### config.mk
export PLATFORM = sky130hd
export DESIGN_NAME = golden_section_line_search_unit
export DESIGN_NICKNAME = d
export VERILOG_FILES = /design/src/rtl/gsls_pkg.sv /design/src/rtl/gsls_cfg.sv /design/src/rtl/gsls_core.sv /design/src/rtl/golden_section_line_search_unit.sv
export SDC_FILE = /design/constraint.sdc
export NUM_CORES = 2
export LEC_CHECK = 0
export ABC_AREA = 1
export BUFFER_PORTS_ARGS = -buffer_cell sky130_fd_sc_hd__buf_4
export CORE_UTILIZATION = 65
export DETAILED_ROUTE_END_ITERATION = 10
export PLACE_DENSITY = 0.83
export REMOVE_ABC_BUFFERS = 1
export SLEW_MARGIN = 10
export SYNTH_ARGS = -nofsm -noshare
export SYNTH_HDL_FRONTEND = slang
export SYNTH_SLANG_ARGS = --single-unit
export TNS_END_PERCENT = 100
### constraint.sdc
create_clock -name clk -period 13.2 [get_ports clk]
set_clock_uncertainty 0.15 [all_clocks]
set_input_delay 3.3 -clock clk [delete_from_list [all_inputs] [get_ports clk]]
set_output_delay 3.3 -clock clk [all_outputs]
set_load 0.03 [all_outputs]
### src/rtl/gsls_pkg.sv
// Shared types and constants of the golden-section line-search unit.
`timescale 1ns / 1ps

package gsls_pkg;

    localparam int unsigned CFG_ADDR_W = 4;
    localparam int unsigned CFG_DATA_W = 32;

    // 2/(sqrt(5)+3) as unsigned Q0.32
    localparam logic [63:0] ETA_Q32      = 64'h0000_0000_61C8_8647;
    localparam logic [63:0] ROUND_HALF   = 64'h0000_0000_8000_0000;
    localparam logic [30:0] WIDTH_MAX31  = 31'h7FFF_FFFF;

    localparam logic OP_START = 1'b0;
    localparam logic OP_VALUE = 1'b1;

    typedef enum logic [1:0] {
        REG_INTERVAL_LEFT   = 2'd0,
        REG_INTERVAL_RIGHT  = 2'd1,
        REG_TOLERANCE       = 2'd2,
        REG_ITERATION_LIMIT = 2'd3
    } reg_addr_t;

    typedef struct packed {
        logic               opcode;
        logic signed [31:0] objective_value;
    } cmd_t;

    typedef struct packed {
        logic               done_res;
        logic signed [31:0] position;
        logic [15:0]        iterations_used;
        logic [30:0]        final_width;
    } rsp_t;

    typedef struct packed {
        logic signed [31:0] interval_left;
        logic signed [31:0] interval_right;
        logic [30:0]        tolerance;
        logic [15:0]        iteration_limit;
    } cfg_t;

    // Input stage contents: the command plus the ordered interval of a start
    typedef struct packed {
        logic               opcode;
        logic signed [31:0] objective_value;
        logic signed [31:0] lo;
        logic signed [31:0] hi;
        logic [31:0]        width;
    } stage_t;

endpackage

### src/rtl/gsls_cfg.sv
// APB register file of the golden-section line-search unit.
`timescale 1ns / 1ps

module gsls_cfg
    import gsls_pkg::*;
(
    input  logic                  clk,
    input  logic                  rst_n,
    input  logic                  psel,
    input  logic                  penable,
    input  logic                  pwrite,
    input  logic [CFG_ADDR_W-1:0] paddr,
    input  logic [CFG_DATA_W-1:0] pwdata,
    output logic [CFG_DATA_W-1:0] prdata,
    output logic                  pready,
    output cfg_t                  cfg
);

    cfg_t      cfg_reg;
    cfg_t      cfg_next;
    reg_addr_t reg_sel;
    logic      wr_en;

    assign reg_sel = reg_addr_t'(paddr[3:2]);
    assign wr_en   = psel && penable && pwrite;
    assign pready  = 1'b1;
    assign cfg     = cfg_reg;

    always_comb
    begin
        cfg_next = cfg_reg;
        if (wr_en)
        begin
            unique case (reg_sel)
                REG_INTERVAL_LEFT:   cfg_next.interval_left   = $signed(pwdata);
                REG_INTERVAL_RIGHT:  cfg_next.interval_right  = $signed(pwdata);
                REG_TOLERANCE:       cfg_next.tolerance       = pwdata[30:0];
                REG_ITERATION_LIMIT: cfg_next.iteration_limit = pwdata[15:0];
                default:             cfg_next = cfg_reg;
            endcase
        end
    end

    always_comb
    begin
        unique case (reg_sel)
            REG_INTERVAL_LEFT:   prdata = cfg_reg.interval_left;
            REG_INTERVAL_RIGHT:  prdata = cfg_reg.interval_right;
            REG_TOLERANCE:       prdata = {1'b0, cfg_reg.tolerance};
            REG_ITERATION_LIMIT: prdata = {16'd0, cfg_reg.iteration_limit};
            default:             prdata = '0;
        endcase
    end

    always_ff @(posedge clk or negedge rst_n)
    begin
        if (!rst_n)
        begin
            cfg_reg.interval_left   <= 32'sh0000_0000;
            cfg_reg.interval_right  <= 32'sh0003_0000;
            cfg_reg.tolerance       <= 31'd7;
            cfg_reg.iteration_limit <= 16'd20;
        end
        else
        begin
            cfg_reg <= cfg_next;
        end
    end

endmodule

### src/rtl/gsls_core.sv
// Bracket state and combinational narrowing step of the line search.
`timescale 1ns / 1ps

module gsls_core
    import gsls_pkg::*;
(
    input  logic   clk,
    input  logic   rst_n,
    input  logic   fire,
    input  stage_t stage,
    input  cfg_t   cfg,
    output logic   emit,
    output rsp_t   result
);

    typedef enum logic [2:0] {
        PH_IDLE  = 3'b001,
        PH_FIRST = 3'b010,
        PH_RUN   = 3'b100
    } phase_t;

    phase_t             phase_reg, phase_next;
    logic               pending_reg, pending_next;
    logic [15:0]        count_reg, count_next;
    logic signed [31:0] inner_left_reg, inner_left_next;
    logic signed [31:0] inner_right_reg, inner_right_next;
    logic [31:0]        width_reg, width_next;
    logic signed [31:0] val_left_reg, val_left_next;
    logic signed [31:0] val_right_reg, val_right_next;

    logic [31:0]        mul_in;
    logic [63:0]        product;
    logic [31:0]        step;
    logic signed [33:0] step_ext;
    logic signed [31:0] start_left;
    logic signed [31:0] start_right;
    logic signed [31:0] val_left_cur;
    logic signed [31:0] val_right_cur;
    logic               drop_right;
    logic signed [31:0] shift_left;
    logic signed [31:0] shift_right;
    logic signed [31:0] il_new;
    logic signed [31:0] ir_new;
    logic signed [31:0] req_pos;
    logic [31:0]        width_new;
    logic [15:0]        count_inc;
    logic               limit_hit;
    logic               tol_hit;
    logic               limit_hit_inc;

    function automatic logic signed [31:0] sat32(input logic signed [33:0] v);
        logic signed [31:0] r;
        if (v[33:31] == 3'b000 || v[33:31] == 3'b111)
            r = v[31:0];
        else if (v[33])
            r = 32'sh8000_0000;
        else
            r = 32'sh7FFF_FFFF;
        return r;
    endfunction

    function automatic logic signed [33:0] sext34(input logic signed [31:0] v);
        return $signed({{2{v[31]}}, v});
    endfunction

    function automatic logic [30:0] width_sat(input logic [31:0] w);
        return w[31] ? WIDTH_MAX31 : w[30:0];
    endfunction

    // One multiplier serves the start and the narrowing step
    assign mul_in   = (stage.opcode == OP_START) ? stage.width : width_reg;
    assign product  = 64'(mul_in) * ETA_Q32 + ROUND_HALF;
    assign step     = product[63:32];
    assign step_ext = $signed({2'b00, step});

    assign start_left  = sat32(sext34(stage.lo) + step_ext);
    assign start_right = sat32(sext34(stage.hi) - step_ext);

    assign val_left_cur  = pending_reg ? val_left_reg : stage.objective_value;
    assign val_right_cur = pending_reg ? stage.objective_value : val_right_reg;
    assign drop_right    = val_left_cur < val_right_cur;

    assign shift_left  = sat32(sext34(inner_right_reg) - step_ext);
    assign shift_right = sat32(sext34(inner_left_reg) + step_ext);
    assign il_new      = drop_right ? shift_left : inner_right_reg;
    assign ir_new      = drop_right ? inner_left_reg : shift_right;
    assign req_pos     = drop_right ? il_new : ir_new;

    assign width_new     = width_reg - step;
    assign count_inc     = count_reg + 16'd1;
    assign limit_hit     = count_reg >= cfg.iteration_limit;
    assign tol_hit       = width_new < {1'b0, cfg.tolerance};
    assign limit_hit_inc = count_inc >= cfg.iteration_limit;

    always_comb
    begin
        phase_next       = phase_reg;
        pending_next     = pending_reg;
        count_next       = count_reg;
        inner_left_next  = inner_left_reg;
        inner_right_next = inner_right_reg;
        width_next       = width_reg;
        val_left_next    = val_left_reg;
        val_right_next   = val_right_reg;
        emit             = 1'b0;
        result           = '0;

        if (fire)
        begin
            if (stage.opcode == OP_START)
            begin
                inner_left_next  = start_left;
                inner_right_next = start_right;
                width_next       = stage.width;
                val_left_next    = '0;
                val_right_next   = '0;
                count_next       = '0;
                pending_next     = 1'b0;
                phase_next       = PH_FIRST;
                emit             = 1'b1;
                result.position  = start_left;
            end
            else
            begin
                unique case (phase_reg)
                    PH_FIRST:
                    begin
                        val_left_next   = stage.objective_value;
                        pending_next    = 1'b1;
                        phase_next      = PH_RUN;
                        emit            = 1'b1;
                        result.position = inner_right_reg;
                    end
                    PH_RUN:
                    begin
                        emit           = 1'b1;
                        val_left_next  = val_left_cur;
                        val_right_next = val_right_cur;
                        if (limit_hit)
                        begin
                            phase_next             = PH_IDLE;
                            result.done_res        = 1'b1;
                            result.position        = inner_left_reg;
                            result.iterations_used = count_reg;
                            result.final_width     = width_sat(width_reg);
                        end
                        else
                        begin
                            inner_left_next  = il_new;
                            inner_right_next = ir_new;
                            pending_next     = ~drop_right;
                            width_next       = width_new;
                            if (drop_right)
                                val_right_next = val_left_cur;
                            else
                                val_left_next = val_right_cur;
                            if (tol_hit)
                            begin
                                phase_next             = PH_IDLE;
                                result.done_res        = 1'b1;
                                result.position        = il_new;
                                result.iterations_used = count_reg;
                                result.final_width     = width_sat(width_new);
                            end
                            else
                            begin
                                count_next = count_inc;
                                if (limit_hit_inc)
                                begin
                                    phase_next             = PH_IDLE;
                                    result.done_res        = 1'b1;
                                    result.position        = il_new;
                                    result.iterations_used = count_inc;
                                    result.final_width     = width_sat(width_new);
                                end
                                else
                                begin
                                    result.position = req_pos;
                                end
                            end
                        end
                    end
                    PH_IDLE:
                    begin
                        emit = 1'b0;
                    end
                    default:
                    begin
                        phase_next = PH_IDLE;
                    end
                endcase
            end
        end
    end

    always_ff @(posedge clk or negedge rst_n)
    begin
        if (!rst_n)
        begin
            phase_reg   <= PH_IDLE;
            pending_reg <= 1'b0;
            count_reg   <= '0;
        end
        else
        begin
            phase_reg   <= phase_next;
            pending_reg <= pending_next;
            count_reg   <= count_next;
        end
    end

    always_ff @(posedge clk)
    begin
        inner_left_reg  <= inner_left_next;
        inner_right_reg <= inner_right_next;
        width_reg       <= width_next;
        val_left_reg    <= val_left_next;
        val_right_reg   <= val_right_next;
    end

    a_finish_goes_idle: assert property (@(posedge clk) disable iff (!rst_n)
        (emit && result.done_res) |=> (phase_reg == PH_IDLE))
        else $error("search finished but phase did not return to idle");

    a_request_zero_fields: assert property (@(posedge clk) disable iff (!rst_n)
        (emit && !result.done_res) |-> (result.iterations_used == '0 &&
                                         result.final_width == '0))
        else $error("probe request carries nonzero finish fields");

    a_width_shrinks: assert property (@(posedge clk) disable iff (!rst_n)
        (fire && stage.opcode == OP_VALUE && phase_reg == PH_RUN)
        |=> (width_reg <= $past(width_reg)))
        else $error("bracket width grew on a narrowing step");

endmodule

### src/rtl/golden_section_line_search_unit.sv
// Top level of the golden-section line-search unit.
`timescale 1ns / 1ps

// Golden-section line search in Q16.16, driven by an outside evaluator.
// Command channel (cmd_valid/cmd_stall/cmd): opcode start loads the interval
// from the registers; opcode value returns the objective at the last probe.
// Response channel (rsp_valid/rsp_stall/rsp): a probe request (done_res low)
// or the final answer with iteration count and bracket width (done_res high).
// A value that arrives while no search runs produces no response.
// A transfer happens at a clock edge with valid high and stall low.
// Throughput: one command per cycle while the receiver does not stall.
// Each command passes an input register, compare/subtract/multiply logic
// with a single 32x32 multiplier, and the response register.
// While the receiver stalls, the response holds; one more command is taken
// into the input register, then cmd_stall rises until the response leaves.
// Registers sit on an APB port at byte addresses 0, 4, 8 and 12; write them
// only while no search is in flight.
// Reset clears the registers to their defaults, empties both stages and
// returns the search to idle.

module golden_section_line_search_unit
    import gsls_pkg::*;
(
    input  logic                  clk,
    input  logic                  rst_n,
    input  logic                  cmd_valid,
    output logic                  cmd_stall,
    input  cmd_t                  cmd,
    output logic                  rsp_valid,
    input  logic                  rsp_stall,
    output rsp_t                  rsp,
    input  logic                  psel,
    input  logic                  penable,
    input  logic                  pwrite,
    input  logic [CFG_ADDR_W-1:0] paddr,
    input  logic [CFG_DATA_W-1:0] pwdata,
    output logic [CFG_DATA_W-1:0] prdata,
    output logic                  pready
);

    cfg_t   cfg;
    logic   s1_valid_reg, s1_valid_next;
    stage_t s1_reg, s1_next;
    logic   rsp_valid_reg, rsp_valid_next;
    rsp_t   rsp_reg, rsp_next;
    logic   accept;
    logic   proceed;
    logic   emit;
    rsp_t   result;
    logic   swap;

    gsls_cfg u_cfg (
        .clk     (clk),
        .rst_n   (rst_n),
        .psel    (psel),
        .penable (penable),
        .pwrite  (pwrite),
        .paddr   (paddr),
        .pwdata  (pwdata),
        .prdata  (prdata),
        .pready  (pready),
        .cfg     (cfg)
    );

    gsls_core u_core (
        .clk    (clk),
        .rst_n  (rst_n),
        .fire   (proceed),
        .stage  (s1_reg),
        .cfg    (cfg),
        .emit   (emit),
        .result (result)
    );

    assign proceed   = s1_valid_reg && (!rsp_valid_reg || !rsp_stall);
    assign cmd_stall = s1_valid_reg && !proceed;
    assign accept    = cmd_valid && !cmd_stall;
    assign rsp_valid = rsp_valid_reg;
    assign rsp       = rsp_reg;

    assign swap = cfg.interval_left > cfg.interval_right;

    always_comb
    begin
        s1_next                 = s1_reg;
        s1_next.opcode          = cmd.opcode;
        s1_next.objective_value = cmd.objective_value;
        s1_next.lo              = swap ? cfg.interval_right : cfg.interval_left;
        s1_next.hi              = swap ? cfg.interval_left : cfg.interval_right;
        s1_next.width           = s1_next.hi - s1_next.lo;

        if (accept)
            s1_valid_next = 1'b1;
        else if (proceed)
            s1_valid_next = 1'b0;
        else
            s1_valid_next = s1_valid_reg;

        rsp_next = rsp_reg;
        if (proceed)
        begin
            rsp_valid_next = emit;
            if (emit)
                rsp_next = result;
        end
        else if (rsp_valid_reg && !rsp_stall)
        begin
            rsp_valid_next = 1'b0;
        end
        else
        begin
            rsp_valid_next = rsp_valid_reg;
        end
    end

    always_ff @(posedge clk or negedge rst_n)
    begin
        if (!rst_n)
        begin
            s1_valid_reg  <= 1'b0;
            rsp_valid_reg <= 1'b0;
        end
        else
        begin
            s1_valid_reg  <= s1_valid_next;
            rsp_valid_reg <= rsp_valid_next;
        end
    end

    always_ff @(posedge clk)
    begin
        if (accept)
            s1_reg <= s1_next;
        rsp_reg <= rsp_next;
    end

    a_stall_needs_item: assert property (@(posedge clk) disable iff (!rst_n)
        cmd_stall |-> s1_valid_reg)
        else $error("command stalled with an empty input stage");

    a_free_path_no_stall: assert property (@(posedge clk) disable iff (!rst_n)
        (s1_valid_reg && !rsp_valid_reg) |-> !cmd_stall)
        else $error("command stalled while the response register was free");

    a_rsp_from_step: assert property (@(posedge clk) disable iff (!rst_n)
        $rose(rsp_valid_reg) |-> $past(proceed && emit))
        else $error("response appeared without a processed command");

endmodule

Yosys cells after proc, flatten, opt, wreduce, memory -nomap -nowiden
Index checks and enable logic that the tools add are counted.
W data, S select, Z words.
{ "op_classes": {"mul": 1, "addsub": 8, "n_reduce_logical": 35, "n_eq_ne": 17, "n_bitwise": 1, "mux": 59, "magnitude_cmp": 5} }
{ "ops": {"columns": ["op", "n"], "rows": [
  ["$mux W32", 31],
  ["$mux W80", 2],
  ["$pmux W32 S2", 2],
  ["$pmux W32 S4", 1],
  ["$add A32 B33 Y34", 2],
  ["$sub A32 B33 Y34", 2],
  ["$add A63 B32 Y64 const B", 1],
  ["$mux W16", 4],
  ["$sub A32 B32 Y32", 2],
  ["$mul A32 B31 Y63 const B", 1],
  ["$mux W31", 2],
  ["$mux W47", 1],
  ["$ge A16 B16 Y1", 2],
  ["$gt A32 B32 Y1", 1],
  ["$lt A32 B31 Y1", 1],
  ["$lt A32 B32 Y1", 1],
  ["$add A16 B1 Y16 const B", 1],
  ["$reduce_and A2 Y1", 8],
  ["$eq A3 B3 Y1 const B", 5],
  ["$logic_not A3 Y1", 4],
  ["$mux W3", 4],
  ["$mux W1", 10],
  ["$pmux W3 S3", 1],
  ["$reduce_and A3 Y1", 3],
  ["other kinds (18)", 34]
]} }
{ "totals": {"word_cells": 149, "input_bits": 76, "reg_bits": 502, "output_inout_bits": 115} }

Longest topological paths before layout
{ "logic_depth": {"word_depth": 14, "ltp_mapped": 70, "ltp_nobuf": 67} }

By module
A second synthesis with hierarchy kept.
{ "hier_totals": {"hier_cells": 7279, "hier_area_um2": 55659.6} }
{ "by_module_without_submodules": {"columns": ["mod", "seq_area_each_um2", "area_per_inst_um2", "instances", "cells_per_inst"], "rows": [
  ["gsls_core", 5306.3, 39972.1, 1, 5550],
  ["golden_section_line_search_unit", 6326.1, 10478.8, 1, 1083],
  ["gsls_cfg", 2786.4, 5208.7, 1, 646]
]} }

Least setup slack after synthesis
OpenSTA, ideal clock, no wires.
{ "synth_path": {"kind": "register to register", "startpoint": "register s1_reg[128] (netlist bit)", "endpoint": "register rsp_reg, in the netlist rsp[63], data pin", "path_stages_with_launch": 67, "slack_ns": 1.363, "synth_period_minus_slack_ns": 11.837, "path_buffers": 3, "t_required_ns": 12.791, "arrival_time_ns": 11.428, "setup_ns": 0.259, "path_cell_list": "edfxtp_1 clkbuf_1 inv_2 clkbuf_1 o21ai_0 ha_1 inv_1 fa_1 inv_1 ha_1 inv_1 fa_1 inv_1 fa_1 inv_1 fa_1 inv_1 fa_1 [31 not listed] inv_1 ha_1 a21oi_1 nor2_1 a2111o_1 a21oi_1 o21ai_0 nand3_1 nand2_1 a21oi_1 nand3_2 nand2_2 inv_2 buf_2 nand3_1 nand3_1 nand2_1 nand3_1"} }
{ "synth_lines": {"columns": ["element", "line_no", "text"], "rows": [
  ["start: declaration", "golden_section_line_search_unit.sv:43", "stage_t s1_reg, s1_next;"],
  ["start signal: assignment", "golden_section_line_search_unit.sv:133", "s1_reg <= s1_next;"],
  ["end signal: assignment", "golden_section_line_search_unit.sv:134", "rsp_reg <= rsp_next;"],
  ["end: declaration", "golden_section_line_search_unit.sv:45", "rsp_t rsp_reg, rsp_next;"]
]} }

Final worst setup path
{ "layout_path": {"startpoint": "register s1_reg[128] (netlist bit)", "endpoint": "register rsp_reg, in the netlist rsp[1], data pin"} }
{ "layout_via": {"elab_chain_cells": 8, "elab_cells_between_ends": 10, "classes_between": "2 x add/sub; 1 x mul; 1 x order compare; 5 x mux; 1 x reduce/logical"} }
{ "layout_rtl": {"columns": ["element"], "rows": [
  ["branches (longest 8 deep; another with $add A63 B32 Y64)"]
]} }
Several ways; the timed one is not identified.
A chain may end at the register's enable or synchronous reset.

==> results.py <==
metrics = {
    "critical_path": {
        "cp_slowest_cell": "fa_1",
        "cp_common_cell": "nand2_1",
        "timing.rr.start": "s1_reg[128]",
        "required_ns": 13.57,
        "critPathMaxFanout": 20,
        "end_kind": "register",
        "regToRegSetupSlack_ns": 0.23,
        "max_stage_delay_ns": 0.60,
        "critPathKind": "reg2reg",
        "cp_data_arrival_time_ns": 13.34,
        "r2r_cells": 57,
        "worstReg2RegEnd": "rsp[1]",
        "start_kind": "register",
    },
    "synth": {
        "synth_cells": 7117,
        "ys_ff_latch": 502,
        "yosys.area_share.adder_pct": 26.44,
        "seq_area_frac_synth_pct": 26.29,
        "netlist.area_leader.share_pct": 20.20,
        "synthMuxAreaShare_pct": 0,
        "synth_edf_count": 369,
        "synth_largest_area_cell": "edfxtp_1",
        "yosys_warnings": 0,
        "synth_compound_gate_area_share_pct": 13.54,
        "syn_area_um2": 54850,
        "yosys.area_share.simple_pct": 19.73,
        "synth_flop_cell": "edfxtp_1",
        "yosys.cell_types.count": 72,
        "synth_top_family_by_area": "adder cells",
        "async_flop_share_pct": 26.49,
        "avgSynthCellArea_um2": 7.707,
        "synth-xor-area-share_pct": 3.063,
        "synthTopCellsByArea": "edfxtp_1 (20%), ha_1 (16%), nand2_1 (12%)",
    },
    "cells_and_area": {
        "finalNetCount": 8359,
        "area_delta_synth_final_pct": 9.238,
        "final_area_um2": 59920,
        "multi_input_area_um2": 34630,
        "post-route-util_pct": 71.71,
        "regArea_um2": 14420,
        "largest_reg_flops": 129,
        "fin_cells": 8433,
        "layout-drive-gt1-share_pct": 8.627,
        "fill_cells": 6610,
    },
    "sta": {
        "finalMaxSlewViolations": 0,
        "fmax_mhz": 77.13,
        "hold_viol_final": 0,
        "final.period_utilization_pct": 98.23,
        "finalSetupViolations": 0,
        "min_period_ns": 12.97,
        "worstMarginPinSlew_ns": 1.255,
        "relSlewSlack_pct": 16.24,
    },
    "grt": {
        "track_usage_pct": 45.66,
        "grt_pass1_vias": 50720,
        "grt_max_degree": 85,
        "overflow": 0,
        "grt_first_pass_wirelength_um": 295300,
        "antenna_found_initial": 5,
    },
    "min_path": {
        "hold_depth": 2,
        "hold_start": "u_cfg.cfg[24]",
        "worstHoldPathType": "reg2reg",
        "hold-path-endpoint": "u_cfg.cfg[24]",
    },
    "die": {
        "die_w_um": 292.5,
        "std_cell_rows": 106,
        "io_pins": 191,
        "initial_utilization_pct": 65.65,
        "die_h_um": 292.5,
        "dieArea_um2": 85550,
        "core_um2": 83560,
    },
    "placement": {
        "placed_cells": 8316,
        "dpl.hpwl_um": 159000,
        "place_area_um2": 57710,
        "portBuffers": 187,
        "gp_congestion": 1.111,
    },
    "clock_tree": {
        "cts_tree": "yes",
        "clkLatencyLatePin_ns": 0.68,
        "hold_buffers": 0,
        "htree_levels": 2,
        "clk_pin_slew_ns": 0.06,
        "cts.path.max_buffers": 3,
        "numCtsBuffers": 57,
        "cts_sinks": 502,
        "cts_root_buf": "clkbuf_16",
    },
    "detailed_routing": {
        "wl_per_cell_um": 23.54,
        "dr_wl_met2_um": 87530,
        "drtIter0Drc": 5992,
        "wl_met1_um": 73580,
        "drc": 3,
        "dr.max_layer_used": "met4",
        "drt_first_pass_iters": 9,
        "viasPerCell": 6.191,
        "drt_wl_total_um": 198500,
        "ant_nets": 0,
        "vias": 52210,
        "wl_met3_um": 21520,
    },
    "status": {
        "status": "finished, violations left",
        "violations": "design-rule violations",
    },
    "job": {
        "cap_viol_max_count": 0,
    },
}
==> per-stage QoR <==
stage | setup TNS [ns] | hold WS, ns | worst slack (ns)
2_1_floorplan | -265.61 | 0.3030 | -2.317
3_3_place_gp | 0 | 0.3167 | 0.3429
3_5_place_dp | 0 | 0.3224 | 0.1361
4_1_cts | 0 | 0.3373 | 0.07668
5_1_grt | -0.2190 | 0.3578 | -0.04624
6_report | 0 | 0.3372 | 0.2342
==> cell type report <==
| cell class | count | share of cell area, % |
|---|---|---|
| multi-input cells | 5074 | 57.79 |
| flip-flops and latches | 502 | 24.07 |
| inverters | 1349 | 8.478 |
| repair buffers | 316 | 4.074 |
| clock buffers | 78 | 2.719 |
| well taps | 1080 | 2.255 |
| clock inverters | 29 | 0.5889 |
| diodes | 4 | 0.01671 |
| repair inverters | 1 | 0.01044 |
==> worst max-delay path: cells and delay by family (launching register included) <==
family                   cells  cell delay [ns]
buffers and inverters       12             1.52
AND/OR/NAND/NOR             19             2.09
flip-flops                   1             0.37
adder cells (fa/ha/maj)     11             4.99
XOR/XNOR                     2             0.65
AO/OA/AOI/OAI               13             2.99
==> synthesized netlist by cell type (all sizes together) (21+ instances only) <==
master,count
a21boi,21
a21oi,334
a31oi,25
buf,64
clkbuf,128
dfrtp,125
edfxtp,369
fa,295
ha,687
inv,1347
nand2,1735
nand3,308
nand4,61
nor2,347
nor3,54
o211ai,65
o21ai,689
o21bai,26
o22ai,39
or2,57
xnor2,48
xor2,143
==> cell usage in the layout, fill, tap and decap left out, types with 10 or more instances in the layout <==
master / netlist / layout
nand2_1: 1697 / 1687
inv_1: 1326 / 1322
ha_1: 687 / 681
o21ai_0: 590 / 581
edfxtp_1: 369 / 369
a21oi_1: 330 / 327
nor2_1: 321 / 318
buf_4: 6 / 309
nand3_1: 300 / 300
fa_1: 295 / 295
xor2_1: 142 / 141
dfrtp_1: 125 / 124
o21ai_1: 93 / 97
o211ai_1: 64 / 64
nand4_1: 60 / 60
clkbuf_16: 0 / 60
nor3_1: 50 / 50
or2_2: 50 / 50
xnor2_1: 48 / 47
o22ai_1: 39 / 39
nand2_2: 31 / 39
a31oi_1: 25 / 25
o21bai_1: 25 / 24
nor2_2: 19 / 20
o221ai_1: 20 / 20
inv_2: 20 / 19
a211oi_1: 17 / 17
a21o_1: 15 / 15
a22oi_2: 14 / 14
a21boi_1: 12 / 12
clkbuf_1: 126 / 12
o21a_1: 11 / 10
==> kinds of logic after synthesis <==
family	after synthesis
xor+xnor	191
flops	502
simple gates	2585
other cells	1
fa+ha+maj	982
compound gates	1315
buf+inv	1541
==> per-layer routing <==
| metal | track usage (%) | up-vias |
|---|---|---|
| met5 | 0 | - |
| met4 | 28.27 | 0 |
| met3 | 9.424 | 810 |
| met2 | 72.17 | 3216 |
| met1 | 57.45 | 24620 |
| li1 | - | 23560 |
==> timing repair <==
action	4_1_cts	5_1_grt
setup endpoints to repair	0	99
resized for setup	0	42
buffers inserted	0	5
==> worst max path at each step <==
stage / startpoint / endpoint / slack (ns) / cells after the start
6_report: s1_reg[128] / rsp[1] / 0.23 / 57
5_1_grt: s1_reg[128] / rsp[37] / -0.05 / 64
4_1_cts: s1_reg[128] / rsp[63] / 0.08 / 59
3_5_place_dp: s1_reg[128] / rsp[63] / 0.14 / 60
3_3_place_gp: s1_reg[128] / rsp[63] / 0.34 / 60
2_1_floorplan: s1_reg[128] / rsp[18] / -2.32 / 62
Power is left out: the tool's default activity adds up to more than one toggle a clock period on the data nets, which glitch-free logic cannot reach.
